## config.mk

```make
export PLATFORM = sky130hd
export DESIGN_NAME = ssku_mac
export DESIGN_NICKNAME = d
export VERILOG_FILES = /design/src/rtl/ssku_pkg.sv /design/src/rtl/ssku_mac.sv
export SDC_FILE = /design/constraint.sdc
export NUM_CORES = 2
export LEC_CHECK = 0
export BUFFER_PORTS_ARGS = -buffer_cell sky130_fd_sc_hd__buf_2
export CELL_PAD_IN_SITES_DETAIL_PLACEMENT = 2
export CELL_PAD_IN_SITES_GLOBAL_PLACEMENT = 2
export CORE_AREA = 2 2 285 400
export DETAILED_ROUTE_END_ITERATION = 7
export DIE_AREA = 0 0 287 402
export GPL_TIMING_DRIVEN = 0
export PLACE_DENSITY = 0.94
export SLEW_MARGIN = 20
export SYNTH_ARGS = -nofsm -noshare
export SYNTH_HDL_FRONTEND = slang
export SYNTH_SLANG_ARGS = --single-unit
export TNS_END_PERCENT = 20
```

## constraint.sdc

```tcl
create_clock -name i_clk -period 11 [get_ports i_clk]
set_clock_uncertainty 0.05 [all_clocks]
set_input_delay 0.55 -clock i_clk [delete_from_list [all_inputs] [get_ports i_clk]]
set_output_delay 0.55 -clock i_clk [all_outputs]
set_load 0.005 [all_outputs]
```

## src/rtl/ssku_pkg.sv

```systemverilog
// shared constants, types and helper functions for the steady-state kalman update block
// memory layout of the vector store, item codes, rounding and count clamping
// no dependencies
package ssku_pkg;

    localparam int MAX_STATES       = 8;
    localparam int MAX_CONTROLS     = 4;
    localparam int MAX_MEASUREMENTS = 4;
    localparam int FRACTION_BITS    = 16;
    localparam int DIM              = 8;

    localparam int CAP_STATES       = (MAX_STATES < DIM) ? MAX_STATES : DIM;
    localparam int CAP_CONTROLS     = (MAX_CONTROLS < DIM) ? MAX_CONTROLS : DIM;
    localparam int CAP_MEASUREMENTS = (MAX_MEASUREMENTS < DIM) ? MAX_MEASUREMENTS : DIM;

    localparam int IDX_W      = $clog2(DIM);
    localparam int VALUE_W    = 32;
    localparam int OPND_W     = VALUE_W + 1;
    localparam int PROD_W     = VALUE_W + OPND_W;
    localparam int ACC_W      = PROD_W + 5;
    localparam int SUM_W      = ACC_W + 1;
    localparam int SH_W       = SUM_W - FRACTION_BITS;
    localparam int CFG_DATA_W = 4;
    localparam int CFG_IDX_W  = 2;

    localparam int COEF_DEPTH = 256;
    localparam int CADDR_W    = $clog2(COEF_DEPTH);

    // vector store: x, u, y (reset to zero), innovation and next state (scratch)
    localparam int X_BASE    = 0;
    localparam int U_BASE    = X_BASE + MAX_STATES;
    localparam int Y_BASE    = U_BASE + MAX_CONTROLS;
    localparam int E_BASE    = Y_BASE + MAX_MEASUREMENTS;
    localparam int N_BASE    = E_BASE + MAX_MEASUREMENTS;
    localparam int VEC_DEPTH = N_BASE + MAX_STATES;
    localparam int VADDR_W   = $clog2(VEC_DEPTH);
    localparam int VLD_W     = $clog2(E_BASE);

    typedef enum logic [2:0] {
        FUNC_COEF    = 3'd0,
        FUNC_CONTROL = 3'd1,
        FUNC_MEAS    = 3'd2,
        FUNC_STEP    = 3'd3,
        FUNC_PRESET  = 3'd4
    } t_func;

    typedef enum logic [1:0] {
        MAT_A = 2'd0,
        MAT_B = 2'd1,
        MAT_C = 2'd2,
        MAT_K = 2'd3
    } t_matrix;

    typedef enum logic [CFG_IDX_W-1:0] {
        CFG_STATE_COUNT   = 2'd0,
        CFG_CONTROL_COUNT = 2'd1,
        CFG_MEAS_COUNT    = 2'd2
    } t_cfg_index;

    typedef struct packed {
        logic               we;
        logic [CADDR_W-1:0] addr;
        logic [VALUE_W-1:0] data;
    } t_coef_wr;

    typedef struct packed {
        logic               we;
        logic [VADDR_W-1:0] addr;
        logic [OPND_W-1:0]  data;
    } t_vec_wr;

    typedef struct packed {
        logic issue;
        logic clear;
    } t_mac_ctl;

    // clamp a count to 1..cap and return the index of the last element
    function automatic logic [IDX_W-1:0] last_index(logic [3:0] cnt, int cap);
        logic [3:0] c;
        if (cnt == 4'd0) begin
            c = 4'd1;
        end else if (cnt > cap) begin
            c = 4'(cap);
        end else begin
            c = cnt;
        end
        return IDX_W'(c - 4'd1);
    endfunction

    // round half up at the binary point, then saturate to 32 bits
    function automatic logic [VALUE_W-1:0] round_sat(logic [ACC_W-1:0] a);
        logic [SUM_W-1:0]       s;
        logic [SH_W-1:0]        sh;
        logic [SH_W-VALUE_W:0]  hi;
        s  = {a[ACC_W-1], a} + (SUM_W'(1) << (FRACTION_BITS - 1));
        sh = s[SUM_W-1:FRACTION_BITS];
        hi = sh[SH_W-1:VALUE_W-1];
        if (hi == '0 || hi == '1) begin
            return sh[VALUE_W-1:0];
        end else if (sh[SH_W-1]) begin
            return {1'b1, {(VALUE_W-1){1'b0}}};
        end else begin
            return {1'b0, {(VALUE_W-1){1'b1}}};
        end
    endfunction

endpackage

```

## src/rtl/ssku_mac.sv

```systemverilog
// multiply-accumulate unit: registered product, wide accumulator, rounded result
// product register after the multiplier, rounding register after the accumulator; uses ssku_pkg
module ssku_mac (
    input  logic                                i_clk,
    input  logic                                i_rst_n,
    input  ssku_pkg::t_mac_ctl                  i_ctl,
    input  logic [ssku_pkg::VALUE_W-1:0]        i_coef,
    input  logic [ssku_pkg::OPND_W-1:0]         i_opnd,
    output logic                                o_busy,
    output logic [ssku_pkg::VALUE_W-1:0]        o_result
);

    logic                          r_p1;
    logic                          r_p2;
    logic [ssku_pkg::PROD_W-1:0]   r_prod;
    logic [ssku_pkg::ACC_W-1:0]    r_acc;
    logic [ssku_pkg::VALUE_W-1:0]  r_res;

    always_ff @(posedge i_clk) begin
        if (!i_rst_n) begin
            r_p1 <= 1'b0;
            r_p2 <= 1'b0;
        end else begin
            r_p1 <= i_ctl.issue;
            r_p2 <= r_p1;
        end
    end

    always_ff @(posedge i_clk) begin
        if (r_p1) begin
            r_prod <= $signed(i_coef) * $signed(i_opnd);
        end
        if (i_ctl.clear) begin
            r_acc <= '0;
        end else if (r_p2) begin
            r_acc <= r_acc + {{(ssku_pkg::ACC_W-ssku_pkg::PROD_W){r_prod[ssku_pkg::PROD_W-1]}},
                              r_prod};
        end
        r_res <= ssku_pkg::round_sat(r_acc);
    end

    assign o_busy   = r_p1 | r_p2;
    assign o_result = r_res;

endmodule

```

==> metrics <==
Main synth FF type=dfxtp_1; Syn Area/Cell=approximately 9.3 um^2; Post-Synthesis Cells=approximately 5100; Final Hold Fails=0; Ports=slightly above 100; crit path launch type=primary input; asr flop ratio synth=0; kind of critical path=primary input to register; RSZ-0062 raised after global routing=no; Via density=6.18; CP Data Required Time=between 10 and 15 ns; later-pin clock latency in the skew report=0.53 ns; area added between synthesis and finish=6.73%; hpwl dp=201 mm; Post-synth EDFFs=65; first-pass GRT wire length=348 mm; DRC Markers=0; synthesized area=approximately 48000 um^2; Least-Margin Pin Slew=about 1.4 ns; CTS tree=done; CTS root buffer=clkbuf_16; sum of negative setup slack=0 ns; H-tree depth=4; crit path capture type=register; Routed WL per cell=~36 um; R2R Setup Slk=5.92 ns; critical-path maximum fanout=10; Slew Limit Fails=0; post-synth top area share=0.467; post-CTS setup buffers=0; Final ANT Viol Nets=0; initial cell density of the core=0.426; met2 wire length=approximately 120 mm; register bit total from synthesis=169; sequential area share after synthesis=0.0845; Clock Sink Count=about 170; period utilization=0.978; layout cells sized above 1=0.0437; M1 WL=between 70 and 80 mm; Final setup viols=0; Die Y=approximately 400 um; Core Rows=around 150; post-synth cell types=92; Post-synth top cells=fa_1 (1113), inv_1 (999), nand2_1 (616); top layer reached by signal wires=met5; Clock Pin Slew Worst Setup and Hold Paths=0.07 ns; normalized max-slew margin=0.0562; Nets=between 6000 and 7000; HP Class=primary input to register; core area=112000 um^2; maximum clock path buffer count=3; total grt overflow=0; DR WL met3=~23 mm; Yosys warning total=0; Initial DRC Count=~3600; drt first pass iters=7; # hold bufs at CTS=0; Num CTS Buffers=25; main area contributors after synthesis=fa_1 (47%), inv_1 (7.9%), and2_1 (7.1%); Placer Congestion=1.01; routed vias=approximately 42000; cell repeated most along the worst path=fa_1; Die Area=115000 um^2; I/O Buffers=100; fin crit period=10.76 ns; CTS resizes=0; CP Data Arrival Time=roughly 11 ns; CP max-delay cell=clkbuf_1; maxcap violations=0; largest area contributor in the netlist=fa_1; slowest stage delay, CP=approximately 0.94 ns; Detailed Route WL=between 200 and 250 mm; Peak Freq=approximately 93 MHz; largest net degree at the start of global routing=60; status=finished clean; vias in the first global route=49800; initial antenna violation count=34; gr usage total=0.427; die width=around 290 um; syn nets=6565; most numerous cell in the Yosys netlist=fa_1
==> metal layers <==
layer | global-route usage | up-vias
li1 | - | 15800
met1 | 0.422 | 21600
met2 | 0.697 | 2963
met3 | 0.122 | 1486
met4 | 0.443 | 12
met5 | 0 | -
==> cell type report <==
type	count	area (um^2)
Fill cell	12200	61200
Multi-Input combinational cell	3682	38900
Sequential cell	169	4040
Inverter	1000	3750
Tap cell	1480	1850
Buffer	276	1110
Clock buffer	30	676
Timing Repair Buffer	102	548
Antenna cell	39	97.6
Clock inverter	3	16.3
==> layout by cell type, fill, tap and decap left out, types with 22 or more instances in the layout <==
master,instances
inv_1,999
a21oi_1,151
a21o_1,83
clkbuf_16,26
xnor2_1,120
nand2b_1,28
o21ai_0,73
and2_1,539
mux2i_1,53
edfxtp_1,65
buf_2,110
xor2_1,59
dfxtp_1,103
ha_1,256
clkbuf_1,240
fa_1,1112
a21oi_2,32
nor3_1,22
nand2_1,616
nand3_1,52
nand4_1,35
o21bai_1,25
nor2_1,183
diode_2,39
==> sequential cells by signal, summed over array words and instances, names as in the netlist <==
name      flops
r_acc        70
r_prod       65
o_result     32
r_p1          1
r_p2          1
==> critical path, delay by kind of cell <==
kind	cells	cell delay (ns)
fa+ha+maj	9	4.32
compound gates	8	2.79
simple gates	4	1.09
buf+inv	5	2.09
xor+xnor	1	0.20
==> metrics by stage <==
step                      instance area (um^2)  std cells  setup WS [ns]   util  hold slack, ns
after floorplan                          47800       5127           2.81      -           0.415
after global placement                   50100       6707          0.490  0.447           0.429
after detailed placement                 50100       6708         0.0523  0.447           0.457
after CTS                                50800       6741          0.596  0.453           0.165
after global routing                     50900       6746         0.0875  0.454           0.197
final                                    51000       6781          0.239  0.454           0.175
==> final timing paths <==
check,from,to,cells after the start
setup / recovery,i_coef[12],r_prod[63],27
hold / removal,i_ctl[1],r_p1,2
setup reg to reg,r_prod[0],r_acc[50],15
hold reg to reg,r_acc[11],r_acc[11],2
==> logic make-up after synthesis <==
kind of cell / count (synthesis) / share of synthesized area
AOI/OAI and AO/OA: 511 / 0.0718
xor gates and xnor gates: 179 / 0.0328
adders and majority gates: 1369 / 0.534
buffers and inverters: 1276 / 0.101
DFF: 169 / 0.0845
muxes: 53 / 0.0111
and+or+nand+nor: 1570 / 0.165
Power is left out: the tool's default activity adds up to more than one toggle a clock period on the data nets, which glitch-free logic cannot reach.
