<file path="src/rtl/ssku_pkg.sv">
// shared constants, types and helper functions for the steady-state kalman update block
// memory layout of the vector store, item codes, rounding and count clamping
// no dependencies
package ssku_pkg;

    localparam int MAX_STATES       = 8;
    localparam int MAX_CONTROLS     = 4;
    localparam int MAX_MEASUREMENTS = 4;
    localparam int FRACTION_BITS    = 16;
    localparam int DIM              = 8;

    localparam int CAP_STATES       = (MAX_STATES < DIM) ? MAX_STATES : DIM;
    localparam int CAP_CONTROLS     = (MAX_CONTROLS < DIM) ? MAX_CONTROLS : DIM;
    localparam int CAP_MEASUREMENTS = (MAX_MEASUREMENTS < DIM) ? MAX_MEASUREMENTS : DIM;

    localparam int IDX_W      = $clog2(DIM);
    localparam int VALUE_W    = 32;
    localparam int OPND_W     = VALUE_W + 1;
    localparam int PROD_W     = VALUE_W + OPND_W;
    localparam int ACC_W      = PROD_W + 5;
    localparam int SUM_W      = ACC_W + 1;
    localparam int SH_W       = SUM_W - FRACTION_BITS;
    localparam int CFG_DATA_W = 4;
    localparam int CFG_IDX_W  = 2;

    localparam int COEF_DEPTH = 256;
    localparam int CADDR_W    = $clog2(COEF_DEPTH);

    // vector store: x, u, y (reset to zero), innovation and next state (scratch)
    localparam int X_BASE    = 0;
    localparam int U_BASE    = X_BASE + MAX_STATES;
    localparam int Y_BASE    = U_BASE + MAX_CONTROLS;
    localparam int E_BASE    = Y_BASE + MAX_MEASUREMENTS;
    localparam int N_BASE    = E_BASE + MAX_MEASUREMENTS;
    localparam int VEC_DEPTH = N_BASE + MAX_STATES;
    localparam int VADDR_W   = $clog2(VEC_DEPTH);
    localparam int VLD_W     = $clog2(E_BASE);

    typedef enum logic [2:0] {
        FUNC_COEF    = 3'd0,
        FUNC_CONTROL = 3'd1,
        FUNC_MEAS    = 3'd2,
        FUNC_STEP    = 3'd3,
        FUNC_PRESET  = 3'd4
    } t_func;

    typedef enum logic [1:0] {
        MAT_A = 2'd0,
        MAT_B = 2'd1,
        MAT_C = 2'd2,
        MAT_K = 2'd3
    } t_matrix;

    typedef enum logic [CFG_IDX_W-1:0] {
        CFG_STATE_COUNT   = 2'd0,
        CFG_CONTROL_COUNT = 2'd1,
        CFG_MEAS_COUNT    = 2'd2
    } t_cfg_index;

    typedef struct packed {
        logic               we;
        logic [CADDR_W-1:0] addr;
        logic [VALUE_W-1:0] data;
    } t_coef_wr;

    typedef struct packed {
        logic               we;
        logic [VADDR_W-1:0] addr;
        logic [OPND_W-1:0]  data;
    } t_vec_wr;

    typedef struct packed {
        logic issue;
        logic clear;
    } t_mac_ctl;

    // clamp a count to 1..cap and return the index of the last element
    function automatic logic [IDX_W-1:0] last_index(logic [3:0] cnt, int cap);
        logic [3:0] c;
        if (cnt == 4'd0) begin
            c = 4'd1;
        end else if (cnt > cap) begin
            c = 4'(cap);
        end else begin
            c = cnt;
        end
        return IDX_W'(c - 4'd1);
    endfunction

    // round half up at the binary point, then saturate to 32 bits
    function automatic logic [VALUE_W-1:0] round_sat(logic [ACC_W-1:0] a);
        logic [SUM_W-1:0]       s;
        logic [SH_W-1:0]        sh;
        logic [SH_W-VALUE_W:0]  hi;
        s  = {a[ACC_W-1], a} + (SUM_W'(1) << (FRACTION_BITS - 1));
        sh = s[SUM_W-1:FRACTION_BITS];
        hi = sh[SH_W-1:VALUE_W-1];
        if (hi == '0 || hi == '1) begin
            return sh[VALUE_W-1:0];
        end else if (sh[SH_W-1]) begin
            return {1'b1, {(VALUE_W-1){1'b0}}};
        end else begin
            return {1'b0, {(VALUE_W-1){1'b1}}};
        end
    endfunction

endpackage

</file>
<file path="src/rtl/ssku_vec_mem.sv">
// vector store: state, control, measurement, innovation and next-state entries
// one write and one synchronous read port; x, u and y read as zero until written; uses ssku_pkg
module ssku_vec_mem (
    input  logic                                i_clk,
    input  logic                                i_rst_n,
    input  ssku_pkg::t_vec_wr                   i_wr,
    input  logic [ssku_pkg::VADDR_W-1:0]        i_raddr,
    output logic [ssku_pkg::OPND_W-1:0]         o_rdata
);

    logic [ssku_pkg::OPND_W-1:0] r_mem [ssku_pkg::VEC_DEPTH];
    logic [ssku_pkg::E_BASE-1:0] r_valid;
    logic [ssku_pkg::OPND_W-1:0] r_q;
    logic                        r_qv;

    always_ff @(posedge i_clk) begin
        if (i_wr.we) begin
            r_mem[i_wr.addr] <= i_wr.data;
        end
        r_q <= r_mem[i_raddr];
    end

    always_ff @(posedge i_clk) begin
        if (!i_rst_n) begin
            r_valid <= '0;
            r_qv    <= 1'b0;
        end else begin
            if (i_wr.we && i_wr.addr < ssku_pkg::E_BASE) begin
                r_valid[i_wr.addr[ssku_pkg::VLD_W-1:0]] <= 1'b1;
            end
            if (i_raddr < ssku_pkg::E_BASE) begin
                r_qv <= r_valid[i_raddr[ssku_pkg::VLD_W-1:0]];
            end else begin
                r_qv <= 1'b1;
            end
        end
    end

    assign o_rdata = r_qv ? r_q : '0;

endmodule

</file>
<file path="config.mk">
export PLATFORM = sky130hd
export DESIGN_NAME = ssku_vec_mem
export DESIGN_NICKNAME = d
export VERILOG_FILES = /design/src/rtl/ssku_pkg.sv /design/src/rtl/ssku_vec_mem.sv
export SDC_FILE = /design/constraint.sdc
export NUM_CORES = 1
export LEC_CHECK = 0
export BUFFER_PORTS_ARGS = -buffer_cell sky130_fd_sc_hd__buf_2
export CAP_MARGIN = 0
export CORE_MARGIN = 2
export CORE_UTILIZATION = 40
export CTS_CLUSTER_DIAMETER = 40
export DETAILED_ROUTE_END_ITERATION = 7
export GPL_TIMING_DRIVEN = 0
export PLACE_DENSITY = 0.53
export SLEW_MARGIN = 20
export SYNTH_ARGS = -nofsm -noshare
export SYNTH_HDL_FRONTEND = slang
export SYNTH_SLANG_ARGS = --single-unit
</file>
<file path="constraint.sdc">
create_clock -name i_clk -period 5.65 [get_ports i_clk]
set_input_delay 0.8475 -clock i_clk [delete_from_list [all_inputs] [get_ports i_clk]]
set_output_delay 0.8475 -clock i_clk [all_outputs]
set_load 0.005 [all_outputs]
</file>
==> flow_metrics.env <==
export IMPL_cts_tree="yes"
export IMPL_synth_nets=1992
export IMPL_setup_viol=0
export IMPL_slew_viol_final=0
export IMPL_worstSetupPathType="flip-flop to output port"
export IMPL_globalplace_congestion=0.7844
export IMPL_most_common_layout_cells="edfxtp_1 (924), mux2i_1 (351), a22oi_1 (147), clkbuf_16 (122), buf_2 (93)"
export IMPL_worst_ep_required_time_ps=4800
export IMPL_numCtsBuffers=121
export IMPL_hold_viol_final=0
export IMPL_r2r_end="r_q[15]$_DFF_P_"
export IMPL_cp_startpoint="r_qv$_SDFF_PN0_"
export IMPL_clk_path_buf_depth=3
export IMPL_num_io_pins=79
export IMPL_cts_max_level=3
export IMPL_power_density_nw_per_um2=375.8
export IMPL_reg2regPathDepth=3
export IMPL_drc_errors=0
export IMPL_crit_path_max_incr_delay_ps=600
export IMPL_status="finished, final reports clean"
export IMPL_holdWs_ps=465.8
export IMPL_cts_sinks=974
export IMPL_syn_cell_area_um2=37280
export IMPL_std_cell_rows=111
export IMPL_wire_per_inst_um=27.79
export IMPL_vdd_drop_max_uv=244.0
export IMPL_synth_cell_types=42
export IMPL_fillers=7551
export IMPL_cts_resized=0
export IMPL_globalRouteMet3Util_pct=3.873
export IMPL_worst_hold_path_endpoint="r_valid[11]$_SDFFE_PN0P_"
export IMPL_clkTransAtPathRegs_ps=60
export IMPL_cp_slowest_cell="clkbuf_1"
export IMPL_core_area_um2=92080
export IMPL_synth_area_per_cell_um2=19.16
export IMPL_reg2reg_from="r_mem[27][15]$_DFFE_PP_"
export IMPL_async_reset_ff_share_pct=0
export IMPL_relSlewSlack_pct=31.75
export IMPL_yosysWarnings=0
export IMPL_area_growth_pct=19.22
export IMPL_p_leak_nw=15.17
export IMPL_worstMarginPinSlew_ps=1024
export IMPL_dpl_hpwl_um=65850
export IMPL_met1_usage_pct=29.79
export IMPL_gr_usage_all_layers_pct=20.64
export IMPL_min_path_type="flip-flop to flip-flop"
export IMPL_start_util_pct=40.49
export IMPL_worstPathCellList="clkbuf_1 > and2_1 > buf_2"
export IMPL_wl_um=98590
export IMPL_grt_busiest_layer="met2"
export IMPL_finalSetupTns_ps=0
export IMPL_met2_usage_pct=32.55
export IMPL_drive_gt1_share_pct=21.84
export IMPL_cts_setup_buffers=0
export IMPL_die_area_um2=95660
export IMPL_drt_first_iter_violations=1858
export IMPL_ctsHoldBuffers=0
export IMPL_multi_input_area_um2=7996
export IMPL_synth_cells=1946
export IMPL_worst_path_dominant_cell_family="buffers and inverters"
export IMPL_crit_arrival_ps=2340
export IMPL_ys_ff_latch=974
export IMPL_grt_pass1_wl_um=139800
export IMPL_viasPerCell=5.459
export IMPL_synth_ff_type="edfxtp_1"
export IMPL_io_buffer_count=72
export IMPL_num_vias=19370
export IMPL_hold_start="r_valid[11]$_SDFFE_PN0P_"
export IMPL_regArea_um2=28750
export IMPL_final_common_cell="edfxtp_1"
export IMPL_fin_crit_ps=3184
export IMPL_drv_cap=0
export IMPL_fmaxAchievable_ghz=0.3141
export IMPL_die_h_um=309.3
export IMPL_synth_edff_count=924
export IMPL_grt_pass1_vias=19510
export IMPL_cts_root_buf="clkbuf_16"
export IMPL_chipWidth_um=309.3
export IMPL_period_share_pct=56.35
export IMPL_min_path_cells=1
export IMPL_ant_nets=0
export IMPL_grt_max_degree=29
export IMPL_layout_nets=2248
export IMPL_clock_skew_ps=23.55
export IMPL_critPathBufInv=2
export IMPL_first_pass_iters=7
export IMPL_gr_total_overflow=0
export IMPL_synth_seq_area_share_pct=77.11
export IMPL_clock_latency_ps=700
export IMPL_antenna_found_initial=2
export IMPL_start_kind="flip-flop"
export IMPL_cp_end_kind="output port"
export IMPL_crit_fanout=10
export IMPL_rrSetupSlack_ps=4080
export IMPL_rsz0062_at_grt="no"
[stage by stage]
stage / utilization (%) / cell area (um^2) / power, mW / setup slack [ps] / instances
final: 48.27 / 44450 / 16.70 / 2466 / 3548
after global routing: 48.27 / 44440 / 17.17 / 2409 / 3546
after CTS: 48.27 / 44440 / 16.83 / 2398 / 3546
after detailed placement: 43.77 / 40300 / 9.016 / 2057 / 3322
after global placement: 42.57 / 39200 / 8.981 / -1814 / 3261
after floorplan: - / 37280 / 8.610 / 1571 / 1946
[area by class of cell]
type / instances / area share, %
Tap cell: 1243 / 3.499
Sequential cell: 974 / 64.68
Clock inverter: 90 / 2.345
Antenna cell: 2 / 0.01126
Buffer: 116 / 1.644
Multi-Input combinational cell: 856 / 17.99
Timing Repair Buffer: 133 / 2.863
Clock buffer: 134 / 6.970
[cell families after synthesis]
logic type / after synthesis / synth area share, %
flops: 974 / 77.11
buf+inv: 116 / 1.960
simple gates: 224 / 3.168
compound gates: 214 / 4.292
mux: 418 / 13.47
[metal layers]
layer  part of all wire (%)  up-vias
met4                    1.7        2
met5                  0.010        -
li1                       -     8417
met3                    6.4      113
met2                     47      619
met1                     45    10220
[flip-flops by register name, indices dropped and copies added (netlist names)]
| name | cells |
|---|---|
| r_mem | 924 |
| r_qv | 1 |
| r_q | 33 |
| r_valid | 16 |
[synthesized netlist by cell type, types with 2 or more instances]
| master | count | area share, % |
|---|---|---|
| edfxtp_1 | 924 | 74 |
| mux2i_1 | 351 | 9.4 |
| a22oi_1 | 147 | 3.0 |
| mux4_2 | 67 | 4.0 |
| nand2_1 | 56 | 0.56 |
| dfxtp_1 | 50 | 2.7 |
| clkbuf_1 | 41 | 0.41 |
| nand3_1 | 38 | 0.51 |
| and2_1 | 35 | 0.59 |
| nand4_1 | 34 | 0.57 |
| buf_4 | 28 | 0.56 |
| nor2_1 | 26 | 0.26 |
| buf_2 | 21 | 0.28 |
| a21oi_1 | 16 | 0.21 |
| o21a_1 | 16 | 0.32 |
| buf_6 | 15 | 0.45 |
| o211ai_1 | 15 | 0.30 |
| a211oi_1 | 11 | 0.22 |
| nor2b_1 | 8 | 0.13 |
| nor3_1 | 8 | 0.11 |
| a211oi_2 | 4 | 0.13 |
| buf_1 | 4 | 0.040 |
| buf_8 | 4 | 0.16 |
| nand2b_1 | 4 | 0.067 |
| nand3b_1 | 4 | 0.081 |
| clkbuf_2 | 2 | 0.027 |
| nand4b_1 | 2 | 0.047 |
[power by group]
group          switching [mW]  internal, mW
clock                    3.01          4.83
sequential             0.0273          8.02
combinational           0.549         0.270
total                    3.59          13.1
[worst max-delay path by stage]
| stage | to | slack, ps | cells after the start |
|---|---|---|---|
| floorplan | r_mem[3][0]$_DFFE_PP_ | 1570 | 3 |
| global placement | r_mem[0][27]$_DFFE_PP_ | -1810 | 4 |
| detailed placement | r_q[8]$_DFF_P_ | 2060 | 8 |
| CTS | o_rdata[11] | 2400 | 3 |
| global route | o_rdata[25] | 2410 | 3 |
| finish | o_rdata[25] | 2470 | 3 |
(Power assumes the default switching activity.)
