<file path="config.mk">
export PLATFORM = sky130hd
export DESIGN_NAME = ssku_seq
export DESIGN_NICKNAME = d
export VERILOG_FILES = /design/src/rtl/ssku_pkg.sv /design/src/rtl/ssku_seq.sv
export SDC_FILE = /design/constraint.sdc
export NUM_CORES = 1
export LEC_CHECK = 0
export ABC_AREA = 1
export BUFFER_PORTS_ARGS = -buffer_cell sky130_fd_sc_hd__buf_2
export CORE_MARGIN = 2
export CORE_UTILIZATION = 50
export DETAILED_ROUTE_END_ITERATION = 8
export GPL_ROUTABILITY_DRIVEN = 0
export HOLD_SLACK_MARGIN = 0.06
export PLACE_DENSITY = 0.86
export SLEW_MARGIN = 25
export SYNTH_ARGS = -nofsm -noshare
export SYNTH_HDL_FRONTEND = slang
export SYNTH_SLANG_ARGS = --single-unit
</file>
<file path="constraint.sdc">
create_clock -name i_clk -period 3.26 [get_ports i_clk]
set_input_delay 0.163 -clock i_clk [delete_from_list [all_inputs] [get_ports i_clk]]
set_output_delay 0.163 -clock i_clk [all_outputs]
set_load 0.02 [all_outputs]
</file>
<file path="src/rtl/ssku_pkg.sv">
// shared constants, types and helper functions for the steady-state kalman update block
// memory layout of the vector store, item codes, rounding and count clamping
// no dependencies
package ssku_pkg;

    localparam int MAX_STATES       = 8;
    localparam int MAX_CONTROLS     = 4;
    localparam int MAX_MEASUREMENTS = 4;
    localparam int FRACTION_BITS    = 16;
    localparam int DIM              = 8;

    localparam int CAP_STATES       = (MAX_STATES < DIM) ? MAX_STATES : DIM;
    localparam int CAP_CONTROLS     = (MAX_CONTROLS < DIM) ? MAX_CONTROLS : DIM;
    localparam int CAP_MEASUREMENTS = (MAX_MEASUREMENTS < DIM) ? MAX_MEASUREMENTS : DIM;

    localparam int IDX_W      = $clog2(DIM);
    localparam int VALUE_W    = 32;
    localparam int OPND_W     = VALUE_W + 1;
    localparam int PROD_W     = VALUE_W + OPND_W;
    localparam int ACC_W      = PROD_W + 5;
    localparam int SUM_W      = ACC_W + 1;
    localparam int SH_W       = SUM_W - FRACTION_BITS;
    localparam int CFG_DATA_W = 4;
    localparam int CFG_IDX_W  = 2;

    localparam int COEF_DEPTH = 256;
    localparam int CADDR_W    = $clog2(COEF_DEPTH);

    // vector store: x, u, y (reset to zero), innovation and next state (scratch)
    localparam int X_BASE    = 0;
    localparam int U_BASE    = X_BASE + MAX_STATES;
    localparam int Y_BASE    = U_BASE + MAX_CONTROLS;
    localparam int E_BASE    = Y_BASE + MAX_MEASUREMENTS;
    localparam int N_BASE    = E_BASE + MAX_MEASUREMENTS;
    localparam int VEC_DEPTH = N_BASE + MAX_STATES;
    localparam int VADDR_W   = $clog2(VEC_DEPTH);
    localparam int VLD_W     = $clog2(E_BASE);

    typedef enum logic [2:0] {
        FUNC_COEF    = 3'd0,
        FUNC_CONTROL = 3'd1,
        FUNC_MEAS    = 3'd2,
        FUNC_STEP    = 3'd3,
        FUNC_PRESET  = 3'd4
    } t_func;

    typedef enum logic [1:0] {
        MAT_A = 2'd0,
        MAT_B = 2'd1,
        MAT_C = 2'd2,
        MAT_K = 2'd3
    } t_matrix;

    typedef enum logic [CFG_IDX_W-1:0] {
        CFG_STATE_COUNT   = 2'd0,
        CFG_CONTROL_COUNT = 2'd1,
        CFG_MEAS_COUNT    = 2'd2
    } t_cfg_index;

    typedef struct packed {
        logic               we;
        logic [CADDR_W-1:0] addr;
        logic [VALUE_W-1:0] data;
    } t_coef_wr;

    typedef struct packed {
        logic               we;
        logic [VADDR_W-1:0] addr;
        logic [OPND_W-1:0]  data;
    } t_vec_wr;

    typedef struct packed {
        logic issue;
        logic clear;
    } t_mac_ctl;

    // clamp a count to 1..cap and return the index of the last element
    function automatic logic [IDX_W-1:0] last_index(logic [3:0] cnt, int cap);
        logic [3:0] c;
        if (cnt == 4'd0) begin
            c = 4'd1;
        end else if (cnt > cap) begin
            c = 4'(cap);
        end else begin
            c = cnt;
        end
        return IDX_W'(c - 4'd1);
    endfunction

    // round half up at the binary point, then saturate to 32 bits
    function automatic logic [VALUE_W-1:0] round_sat(logic [ACC_W-1:0] a);
        logic [SUM_W-1:0]       s;
        logic [SH_W-1:0]        sh;
        logic [SH_W-VALUE_W:0]  hi;
        s  = {a[ACC_W-1], a} + (SUM_W'(1) << (FRACTION_BITS - 1));
        sh = s[SUM_W-1:FRACTION_BITS];
        hi = sh[SH_W-1:VALUE_W-1];
        if (hi == '0 || hi == '1) begin
            return sh[VALUE_W-1:0];
        end else if (sh[SH_W-1]) begin
            return {1'b1, {(VALUE_W-1){1'b0}}};
        end else begin
            return {1'b0, {(VALUE_W-1){1'b1}}};
        end
    endfunction

endpackage

</file>
<file path="src/rtl/ssku_seq.sv">
// step sequencer: walks the rows of c*x and a*x + b*u + k*e, writes back, emits items
// drives both store read ports, the mac unit and the output register; uses ssku_pkg
module ssku_seq (
    input  logic                                i_clk,
    input  logic                                i_rst_n,
    input  logic                                i_start,
    input  logic [3:0]                          i_state_count,
    input  logic [2:0]                          i_control_count,
    input  logic [2:0]                          i_meas_count,
    input  logic [ssku_pkg::OPND_W-1:0]         i_vec_rdata,
    input  logic                                i_mac_busy,
    input  logic [ssku_pkg::VALUE_W-1:0]        i_mac_result,
    input  logic                                i_out_ready,
    output logic                                o_idle,
    output logic [ssku_pkg::CADDR_W-1:0]        o_coef_raddr,
    output logic [ssku_pkg::VADDR_W-1:0]        o_vec_raddr,
    output ssku_pkg::t_vec_wr                   o_vec_wr,
    output ssku_pkg::t_mac_ctl                  o_mac_ctl,
    output logic                                o_out_valid,
    output logic [ssku_pkg::IDX_W-1:0]          o_state_index,
    output logic [ssku_pkg::VALUE_W-1:0]        o_state_value,
    output logic                                o_last
);

    typedef enum logic [2:0] {
        S_IDLE,
        S_MAC,
        S_DRAIN,
        S_ROUND,
        S_UPDATE,
        S_EMIT_RD,
        S_EMIT_WR
    } t_state;

    typedef enum logic [1:0] {
        SEG_X,
        SEG_U,
        SEG_E
    } t_seg;

    t_state                        r_state;
    t_seg                          r_seg;
    logic                          r_phase_a;
    logic [ssku_pkg::IDX_W-1:0]    r_row;
    logic [ssku_pkg::IDX_W-1:0]    r_col;
    logic [ssku_pkg::IDX_W-1:0]    r_nl;
    logic [ssku_pkg::IDX_W-1:0]    r_pl;
    logic [ssku_pkg::IDX_W-1:0]    r_ml;
    logic                          r_out_valid;
    logic [ssku_pkg::IDX_W-1:0]    r_out_index;
    logic [ssku_pkg::VALUE_W-1:0]  r_out_value;
    logic                          r_out_last;

    ssku_pkg::t_matrix             sel;
    logic [ssku_pkg::VADDR_W-1:0]  mac_vaddr;
    logic [ssku_pkg::OPND_W-1:0]   res_ext;
    logic                          row_end;
    logic                          slot_free;

    always_comb begin
        if (!r_phase_a) begin
            sel       = ssku_pkg::MAT_C;
            mac_vaddr = ssku_pkg::VADDR_W'(ssku_pkg::X_BASE) + ssku_pkg::VADDR_W'(r_col);
        end else begin
            unique case (r_seg)
                SEG_X: begin
                    sel       = ssku_pkg::MAT_A;
                    mac_vaddr = ssku_pkg::VADDR_W'(ssku_pkg::X_BASE)
                              + ssku_pkg::VADDR_W'(r_col);
                end
                SEG_U: begin
                    sel       = ssku_pkg::MAT_B;
                    mac_vaddr = ssku_pkg::VADDR_W'(ssku_pkg::U_BASE)
                              + ssku_pkg::VADDR_W'(r_col);
                end
                default: begin
                    sel       = ssku_pkg::MAT_K;
                    mac_vaddr = ssku_pkg::VADDR_W'(ssku_pkg::E_BASE)
                              + ssku_pkg::VADDR_W'(r_col);
                end
            endcase
        end
    end

    assign o_coef_raddr = {sel, r_row, r_col};
    assign res_ext      = {i_mac_result[ssku_pkg::VALUE_W-1], i_mac_result};
    assign row_end      = r_phase_a ? (r_row == r_nl) : (r_row == r_ml);
    assign slot_free    = !r_out_valid || i_out_ready;

    always_comb begin
        o_vec_wr = '0;
        unique case (r_state)
            S_MAC: begin
                o_vec_raddr = mac_vaddr;
            end
            S_ROUND: begin
                o_vec_raddr = ssku_pkg::VADDR_W'(ssku_pkg::Y_BASE) + ssku_pkg::VADDR_W'(r_row);
            end
            S_EMIT_RD: begin
                o_vec_raddr = ssku_pkg::VADDR_W'(ssku_pkg::N_BASE) + ssku_pkg::VADDR_W'(r_row);
            end
            S_UPDATE: begin
                o_vec_raddr = mac_vaddr;
                o_vec_wr.we = 1'b1;
                if (!r_phase_a) begin
                    // innovation y - c*x
                    o_vec_wr.addr = ssku_pkg::VADDR_W'(ssku_pkg::E_BASE)
                                  + ssku_pkg::VADDR_W'(r_row);
                    o_vec_wr.data = i_vec_rdata - res_ext;
                end else begin
                    o_vec_wr.addr = ssku_pkg::VADDR_W'(ssku_pkg::N_BASE)
                                  + ssku_pkg::VADDR_W'(r_row);
                    o_vec_wr.data = res_ext;
                end
            end
            S_EMIT_WR: begin
                o_vec_raddr   = mac_vaddr;
                o_vec_wr.we   = 1'b1;
                o_vec_wr.addr = ssku_pkg::VADDR_W'(ssku_pkg::X_BASE) + ssku_pkg::VADDR_W'(r_row);
                o_vec_wr.data = i_vec_rdata;
            end
            default: begin
                o_vec_raddr = mac_vaddr;
            end
        endcase
    end

    assign o_mac_ctl.issue = (r_state == S_MAC);
    assign o_mac_ctl.clear = (r_state == S_IDLE) || (r_state == S_UPDATE);

    always_ff @(posedge i_clk) begin
        if (!i_rst_n) begin
            r_state     <= S_IDLE;
            r_seg       <= SEG_X;
            r_phase_a   <= 1'b0;
            r_row       <= '0;
            r_col       <= '0;
            r_nl        <= '0;
            r_pl        <= '0;
            r_ml        <= '0;
            r_out_valid <= 1'b0;
        end else begin
            if (r_out_valid && i_out_ready) begin
                r_out_valid <= 1'b0;
            end
            unique case (r_state)
                S_IDLE: begin
                    if (i_start) begin
                        r_nl      <= ssku_pkg::last_index(i_state_count, ssku_pkg::CAP_STATES);
                        r_pl      <= ssku_pkg::last_index({1'b0, i_control_count},
                                                          ssku_pkg::CAP_CONTROLS);
                        r_ml      <= ssku_pkg::last_index({1'b0, i_meas_count},
                                                          ssku_pkg::CAP_MEASUREMENTS);
                        r_phase_a <= 1'b0;
                        r_row     <= '0;
                        r_col     <= '0;
                        r_seg     <= SEG_X;
                        r_state   <= S_MAC;
                    end
                end
                S_MAC: begin
                    priority if (r_seg == SEG_X && r_col == r_nl) begin
                        r_col <= '0;
                        if (r_phase_a) begin
                            r_seg <= SEG_U;
                        end else begin
                            r_state <= S_DRAIN;
                        end
                    end else if (r_seg == SEG_U && r_col == r_pl) begin
                        r_col <= '0;
                        r_seg <= SEG_E;
                    end else if (r_seg == SEG_E && r_col == r_ml) begin
                        r_col   <= '0;
                        r_state <= S_DRAIN;
                    end else begin
                        r_col <= r_col + 1'b1;
                    end
                end
                S_DRAIN: begin
                    if (!i_mac_busy) begin
                        r_state <= S_ROUND;
                    end
                end
                S_ROUND: begin
                    r_state <= S_UPDATE;
                end
                S_UPDATE: begin
                    r_seg <= SEG_X;
                    r_col <= '0;
                    if (row_end) begin
                        r_row <= '0;
                        if (r_phase_a) begin
                            r_state <= S_EMIT_RD;
                        end else begin
                            r_phase_a <= 1'b1;
                            r_state   <= S_MAC;
                        end
                    end else begin
                        r_row   <= r_row + 1'b1;
                        r_state <= S_MAC;
                    end
                end
                S_EMIT_RD: begin
                    if (slot_free) begin
                        r_state <= S_EMIT_WR;
                    end
                end
                S_EMIT_WR: begin
                    r_out_valid <= 1'b1;
                    r_out_index <= r_row;
                    r_out_value <= i_vec_rdata[ssku_pkg::VALUE_W-1:0];
                    r_out_last  <= (r_row == r_nl);
                    if (r_row == r_nl) begin
                        r_state <= S_IDLE;
                    end else begin
                        r_row   <= r_row + 1'b1;
                        r_state <= S_EMIT_RD;
                    end
                end
                default: begin
                    r_state <= S_IDLE;
                end
            endcase
        end
    end

    assign o_idle        = (r_state == S_IDLE);
    assign o_out_valid   = r_out_valid;
    assign o_state_index = r_out_index;
    assign o_state_value = r_out_value;
    assign o_last        = r_out_last;

endmodule

</file>
==> impl_metrics.ini, run 1 <==
[clock_tree]
clock_sink_count = 58
clock_tree.root_cell = clkbuf_16
cts.path.max_buffers = 2
worstSkewPairLatency_ns = 0.34
post_cts.repair.setup_buffers = 0
cts_made_buffers = 9
cts-htree-levels = 3
clk_pin_slew_ns = 0.05
cts_tree = built

[timing]
final.period_utilization_pct = 90.1
timing.final.setup_violations = 0
peak_freq_ghz = 0.340
tightestPinTransition_ns = 0.822
skew_ns = 0.0108
rsz0062_at_grt = false
max_slew_margin_pct = 45.1
hold_viol = 0
setup_total_negative_slack_ns = 0
timing.final.crit_period_ns = 2.94
number_of_pins_with_negative_max_slew_slack_in_the_final_report = 0

[layout]
area_growth_pct = 27.0
insertedDiodeCount = 0
layout_common_cells = nand2_1, inv_1, buf_2, a21oi_1, nor2_1
postLayoutCellArea_mm2 = 0.00745
mostFrequentLayoutCell = nand2_1
final_core_utilization_pct = 65.3
drive_above_1_share_pct = 19.2
final_instance_count_excl_fillers = 1328
finish.net_count = 1299

[setup_path]
r2r_setup_slack_ns = 1.27
worstPathArrival_ns = 2.77
cpMaxStageDelayCell = dlygate4sd3_1
critical_path_class = in -> out
crit_path_cell_trace = dlygate4sd3_1, buf_2, inv_1, ha_1, inv_1, fa_1, nand2_1, nand2_1, nand3_1, nand2_1, nand2_1, nand2_1, nand2_1, nand2_1, nand2_1, nand3_1, nand2_1, nand2_1, buf_2
cp-end-kind = output pin
critPathRequiredTime_ns = 3.10
cp_slowest_stage_delay_ns = 0.52
ff2ff_path_depth = 5
critPathLaunchType = input pin
path_common_cell = nand2_1
crit_fanout = 3

[power]
internal_power_mw = 2.01
power.sequential.fraction_pct = 27.6
p_leak_nw = 4.42
p_sw_mw = 1.47
comb_power_share_pct = 43.3
netSwitchingFraction_pct = 42.1
clockPowerShare_pct = 29.1
power_density_mw_per_mm2 = 467
peakVddDrop_mv = 0.277

[min_path]
hp-class = in -> reg
hold-path-cell-count = 1

[synth]
synth_compound_gate_area_share_pct = 10.8
total_of_flip_flops_plus_latches_after_synthesis = 58
syn_area_mm2 = 0.00587
number_of_enable_type_register_cells_in_the_synthesized_netlist = 36
post_synthesis_xor_xnor_area_fraction_pct = 3.88
yosysWarningCount = 0
combinational_family_with_the_most_area_after_synthesis = simple AND/OR/NAND/NOR gates
post_synth_fa_ha_maj_area_fraction_pct = 8.44
synth_simple_gate_area_share_pct = 36.6
syn-instance-count = 983
post_synthesis_sequential_area_ratio_pct = 25.9
async_reset_ff_share_pct = 0
syn-mean-instance-area_um2 = 5.97
synth-main-ff-cell = edfxtp_1
synth_cell_type_count = 40
synthesis.nets = 1102
muxShareOfSynthArea_pct = 0

[floorplanning]
core_area_mm2 = 0.0114
initial_core_util_pct = 51.4
floorplan.die.height_um = 112
die_area_mm2 = 0.0126
placement_row_count = 39
fp.dieW_um = 112
floorplan.io_pins = 172

[placement]
place_hpwl_mm = 13.1
io_buffer_count = 171
placement.cell_area_mm2 = 0.00685
placed_cells = 1283

[drt]
postRouteAntennaNets = 0
drt-total-wl_mm = 17.2
detail_route.first_pass.iterations = 6
post_drt_wl_per_cell_um = 12.9
vias_per_cell = 5.00
detailroute.via_count = 6642
detail_route.drc_violations = 0
drt-initial-drc-count = 491

[global_route]
grt.total_usage_pct = 26.4
grt_antenna_before_repair = 0
grt_start_max_net_pins = 55
grt.overflow.total = 0
grt_first_pass_wirelength_mm = 27.4
vias_in_the_first_global_route = 5990

[status]
outcome = complete, no violations

[run]
drv.max_cap_violation_count = 0
-- repair_timing --
action,CTS,global route
hold buffers,29,0
endpoints found under the hold margin,29,0
gates resized for setup,0,0
-- cell usage after synthesis (3+ instances only) --
cell type	number	area, um2
and2_1	3	18.8
inv_2	10	37.5
a21oi_2	3	26.3
ha_1	38	475
o21ai_0	29	145
nor2_2	3	18.8
dfxtp_1	22	440
nor3_2	3	30.0
xnor2_1	7	61.3
nor2_1	60	225
inv_1	189	709
o21ai_1	12	60.1
clkbuf_1	10	37.5
a21oi_1	66	330
nand2_2	5	31.3
xor2_1	19	166
buf_2	4	20.0
nand3_1	47	235
nor3_1	7	35.0
nand2_1	382	1430
nor2_4	5	56.3
edfxtp_1	36	1080
-- area by class of cell --
type,count,area [um2]
fillers,1032,3960
multi-input cells,707,3510
flip-flops and latches,58,1520
repair buffers,203,1170
inverters,201,757
clock buffers,10,250
well taps,143,179
clock inverters,6,63.8
-- critical path: cells and delay by family --
kind / cells / cell delay [ns]
and+or+nand+nor: 12 / 1.09
adders and majority gates: 2 / 0.58
buffers and inverters: 5 / 0.95
-- final timing paths --
kind                           start                           to
max                   i_vec_rdata[0]                 o_vec_wr[30]
min                  i_vec_rdata[31]  o_state_value[31]$_DFFE_PP_
max reg2reg  r_state[2]$_SDFFE_PN0P_  o_state_value[11]$_DFFE_PP_
min reg2reg     r_pl[0]$_SDFFE_PN0P_         r_pl[0]$_SDFFE_PN0P_
-- per-stage QoR --
stage / worst slack (ns) / total power [mW] / hold slack [ns]
2_1_floorplan: 0.452 / 2.04 / 0.262
3_3_place_gp: 0.968 / 2.39 / 0.357
4_1_cts: 0.375 / 3.47 / 0.0717
5_1_grt: 0.169 / 3.70 / 0.0654
3_5_place_dp: 0.926 / 2.43 / 0.366
6_report: 0.323 / 3.48 / 0.0732
-- power groups by stage --
| stage | Combinational [mW] | Sequential [mW] | Clock, mW |
|---|---|---|---|
| after global placement | 1.42 | 0.968 | 0 |
| after detailed placement | 1.46 | 0.971 | 0 |
| after global routing | 1.68 | 0.965 | 1.06 |
| final | 1.51 | 0.960 | 1.01 |
| after CTS | 1.50 | 0.956 | 1.02 |
| after floorplan | 1.08 | 0.966 | 0 |
-- layer usage --
metal  global-route usage (%)  vias to the layer above  wire length (um)
met4                     8.13                        0               330
met3                     5.18                       31              1310
met5                        0                        -                 0
li1                         -                     3424                 -
met1                     33.8                     2916              7530
met2                     45.1                      271              8020
-- state kept, by name, summed over array words and instances (netlist names) --
name           count
o_last             1
o_out_valid        1
o_state_index      3
o_state_value     32
r_col              3
r_ml               3
r_nl               3
r_phase_a          1
r_pl               3
r_row              3
r_seg              2
r_state            3
-- cell families after synthesis --
kind of cell,Yosys count
AO/OA/AOI/OAI,119
XOR/XNOR,26
flip-flops,58
buffers and inverters,218
adder cells (fa/ha/maj),39
AND/OR/NAND/NOR,523
No activity file was read; power rests on OpenSTA's default activity.
==> inputs of run 2 (changes only) <==
clock period = 3.3 ns   (was 3.26 ns; I/O delays follow)
==> run 2 against run 1 <==
Count of clock-buffer cells in the layout shrank 1. Routed wire length fell by 0.19%. Design area shrank 0.13%. Highest routed layer unchanged. Die area stayed put. First-iteration DRC count is 24% lower. Total power decreased by 2.4%. Via count down 0.80%. Critical path type unchanged. Hold slack better by 0.0017 ns.
==> impl_metrics.ini, run 2 (synthesized netlist as in run 1, its figures left out) <==
[status]
outcome = complete, no violations

[placement]
place_hpwl_mm = 13.0
placement.cell_area_mm2 = 0.00685
io_buffer_count = 171
placed_cells = 1283

[drt]
drt-initial-drc-count = 375
detail_route.first_pass.iterations = 6
detail_route.drc_violations = 0
drt-total-wl_mm = 17.2
post_drt_wl_per_cell_um = 12.9
vias_per_cell = 4.96
detailroute.via_count = 6589
postRouteAntennaNets = 0

[clock_tree]
clock_tree.root_cell = clkbuf_16
cts_tree = built
cts.path.max_buffers = 2
cts_made_buffers = 9
worstSkewPairLatency_ns = 0.34
cts-htree-levels = 3
cts.repair.resized = 0
clk_pin_slew_ns = 0.05
clock_sink_count = 58

[run]
drv.max_cap_violation_count = 0

[setup_path]
r2r_setup_slack_ns = 1.30
cp_slowest_stage_delay_ns = 0.55
reg2reg_from = r_state[2]$_SDFFE_PN0P_
cp-startpoint = i_vec_rdata[0]
critPathLaunchType = input pin
ff2ff_path_depth = 5
cp-end-kind = output pin
setup.worst_path.end = o_vec_wr[22]
crit_path_cell_trace = dlygate4sd3_1, buf_2, inv_1, ha_1, inv_1, fa_1, nand2_1, nand2_1, nand3_1, nand2_1, nand2_1, nand2_1, nand2_1, nand2_1, nand2_1, nand3_1, nand2_1, nand2_1, buf_2
critPathRequiredTime_ns = 3.13
cpMaxStageDelayCell = dlygate4sd3_1
crit-reg2reg-capture = o_state_value[16]$_DFFE_PP_
path_common_cell = nand2_1
crit_fanout = 3
worstPathArrival_ns = 2.83
critical_path_class = in -> out

[timing]
tightestPinTransition_ns = 0.830
final.period_utilization_pct = 90.7
timing.final.setup_violations = 0
number_of_pins_with_negative_max_slew_slack_in_the_final_report = 0
rsz0062_at_grt = false
max_slew_margin_pct = 44.6
setup_total_negative_slack_ns = 0
peak_freq_ghz = 0.334
hold_viol = 0
timing.final.crit_period_ns = 2.99
skew_ns = 0.00423

[layout]
area_growth_pct = 26.8
insertedDiodeCount = 0
final_instance_count_excl_fillers = 1329
max_reg_flops = 32
layout_common_cells = nand2_1, inv_1, buf_2, a21oi_1, nor2_1
final_core_utilization_pct = 65.2
finish.net_count = 1300
postLayoutCellArea_mm2 = 0.00744
filler_cell_count = 1049
mostFrequentLayoutCell = nand2_1
drive_above_1_share_pct = 19.2

[power]
p_leak_nw = 4.41
power_density_mw_per_mm2 = 457
peakVddDrop_mv = 0.304

[floorplanning]
fp.dieW_um = 112
die_area_mm2 = 0.0126
initial_core_util_pct = 51.4
floorplan.io_pins = 172
floorplan.die.height_um = 112
core_area_mm2 = 0.0114
placement_row_count = 39

[global_route]
grt.total_usage_pct = 27.2
grt_first_pass_wirelength_mm = 27.9
grt_antenna_before_repair = 0
grt_start_max_net_pins = 55
vias_in_the_first_global_route = 6066
grt.overflow.total = 0

[min_path]
hp-class = in -> reg
timing.hold.worst.start = i_vec_rdata[31]
[run 2: cell count changes in the layout (fill, tap and decap cells not counted)]
cell	previous run	this run
clkinv_2	2	3
inv_6	0	1
dlygate4sd3_1	29	30
clkinv_4	1	0
clkbuf_16	10	9
[run 2: worst max-delay path: cells and delay by family]
kind | cells | cell delay [ns]
adder cells (fa/ha/maj) | 2 | 0.57
buffers and inverters | 5 | 1.00
AND/OR/NAND/NOR | 12 | 1.08
[run 2: area by class of cell]
type	instances	area [um2]	area share (%)
inverter	201	757	10.2
clock buffer	9	225	3.03
timing repair buffer	204	1180	15.8
clock inverter	7	68.8	0.924
tap	143	179	2.40
multi-input combinational	707	3510	47.2
sequential	58	1520	20.5
[run 2: repair_timing]
| item | in CTS | in global routing |
|---|---|---|
| hold buffers | 30 | 0 |
| endpoints found under the hold margin | 30 | 0 |
| buffers inserted | 0 | 0 |
[run 2: worst min-delay path by stage]
stage                                  endpoint  slack, ns  depth (start not counted)
floorplan            o_state_value[0]$_DFFE_PP_       0.26                          0
global placement     o_state_value[0]$_DFFE_PP_       0.36                          1
detailed placement   o_state_value[0]$_DFFE_PP_       0.37                          1
CTS                 o_state_value[31]$_DFFE_PP_       0.07                          1
global route        o_state_value[31]$_DFFE_PP_       0.07                          1
finish              o_state_value[31]$_DFFE_PP_       0.07                          1
[run 2: through the flow]
step | hold WS, ns | worst slack, ns | power [mW]
2_1_floorplan | 0.264 | 0.492 | 2.02
3_3_place_gp | 0.359 | 1.00 | 2.36
3_5_place_dp | 0.372 | 0.953 | 2.39
4_1_cts | 0.0672 | 0.397 | 3.39
5_1_grt | 0.0658 | 0.0638 | 3.61
6_report | 0.0749 | 0.306 | 3.40
[run 2: power by group]
| group | switching, mW | internal (mW) |
|---|---|---|
| clock | 0.381 | 0.583 |
| combinational | 0.972 | 0.516 |
| sequential | 0.102 | 0.846 |
| total | 1.45 | 1.94 |
[run 2: routing by layer]
metal	up-vias	wire (um)	track usage (%)
met5	-	0	0
met4	0	364	9.51
met3	32	1190	5.13
met2	231	8130	46.9
met1	2891	7460	34.0
li1	3435	-	-
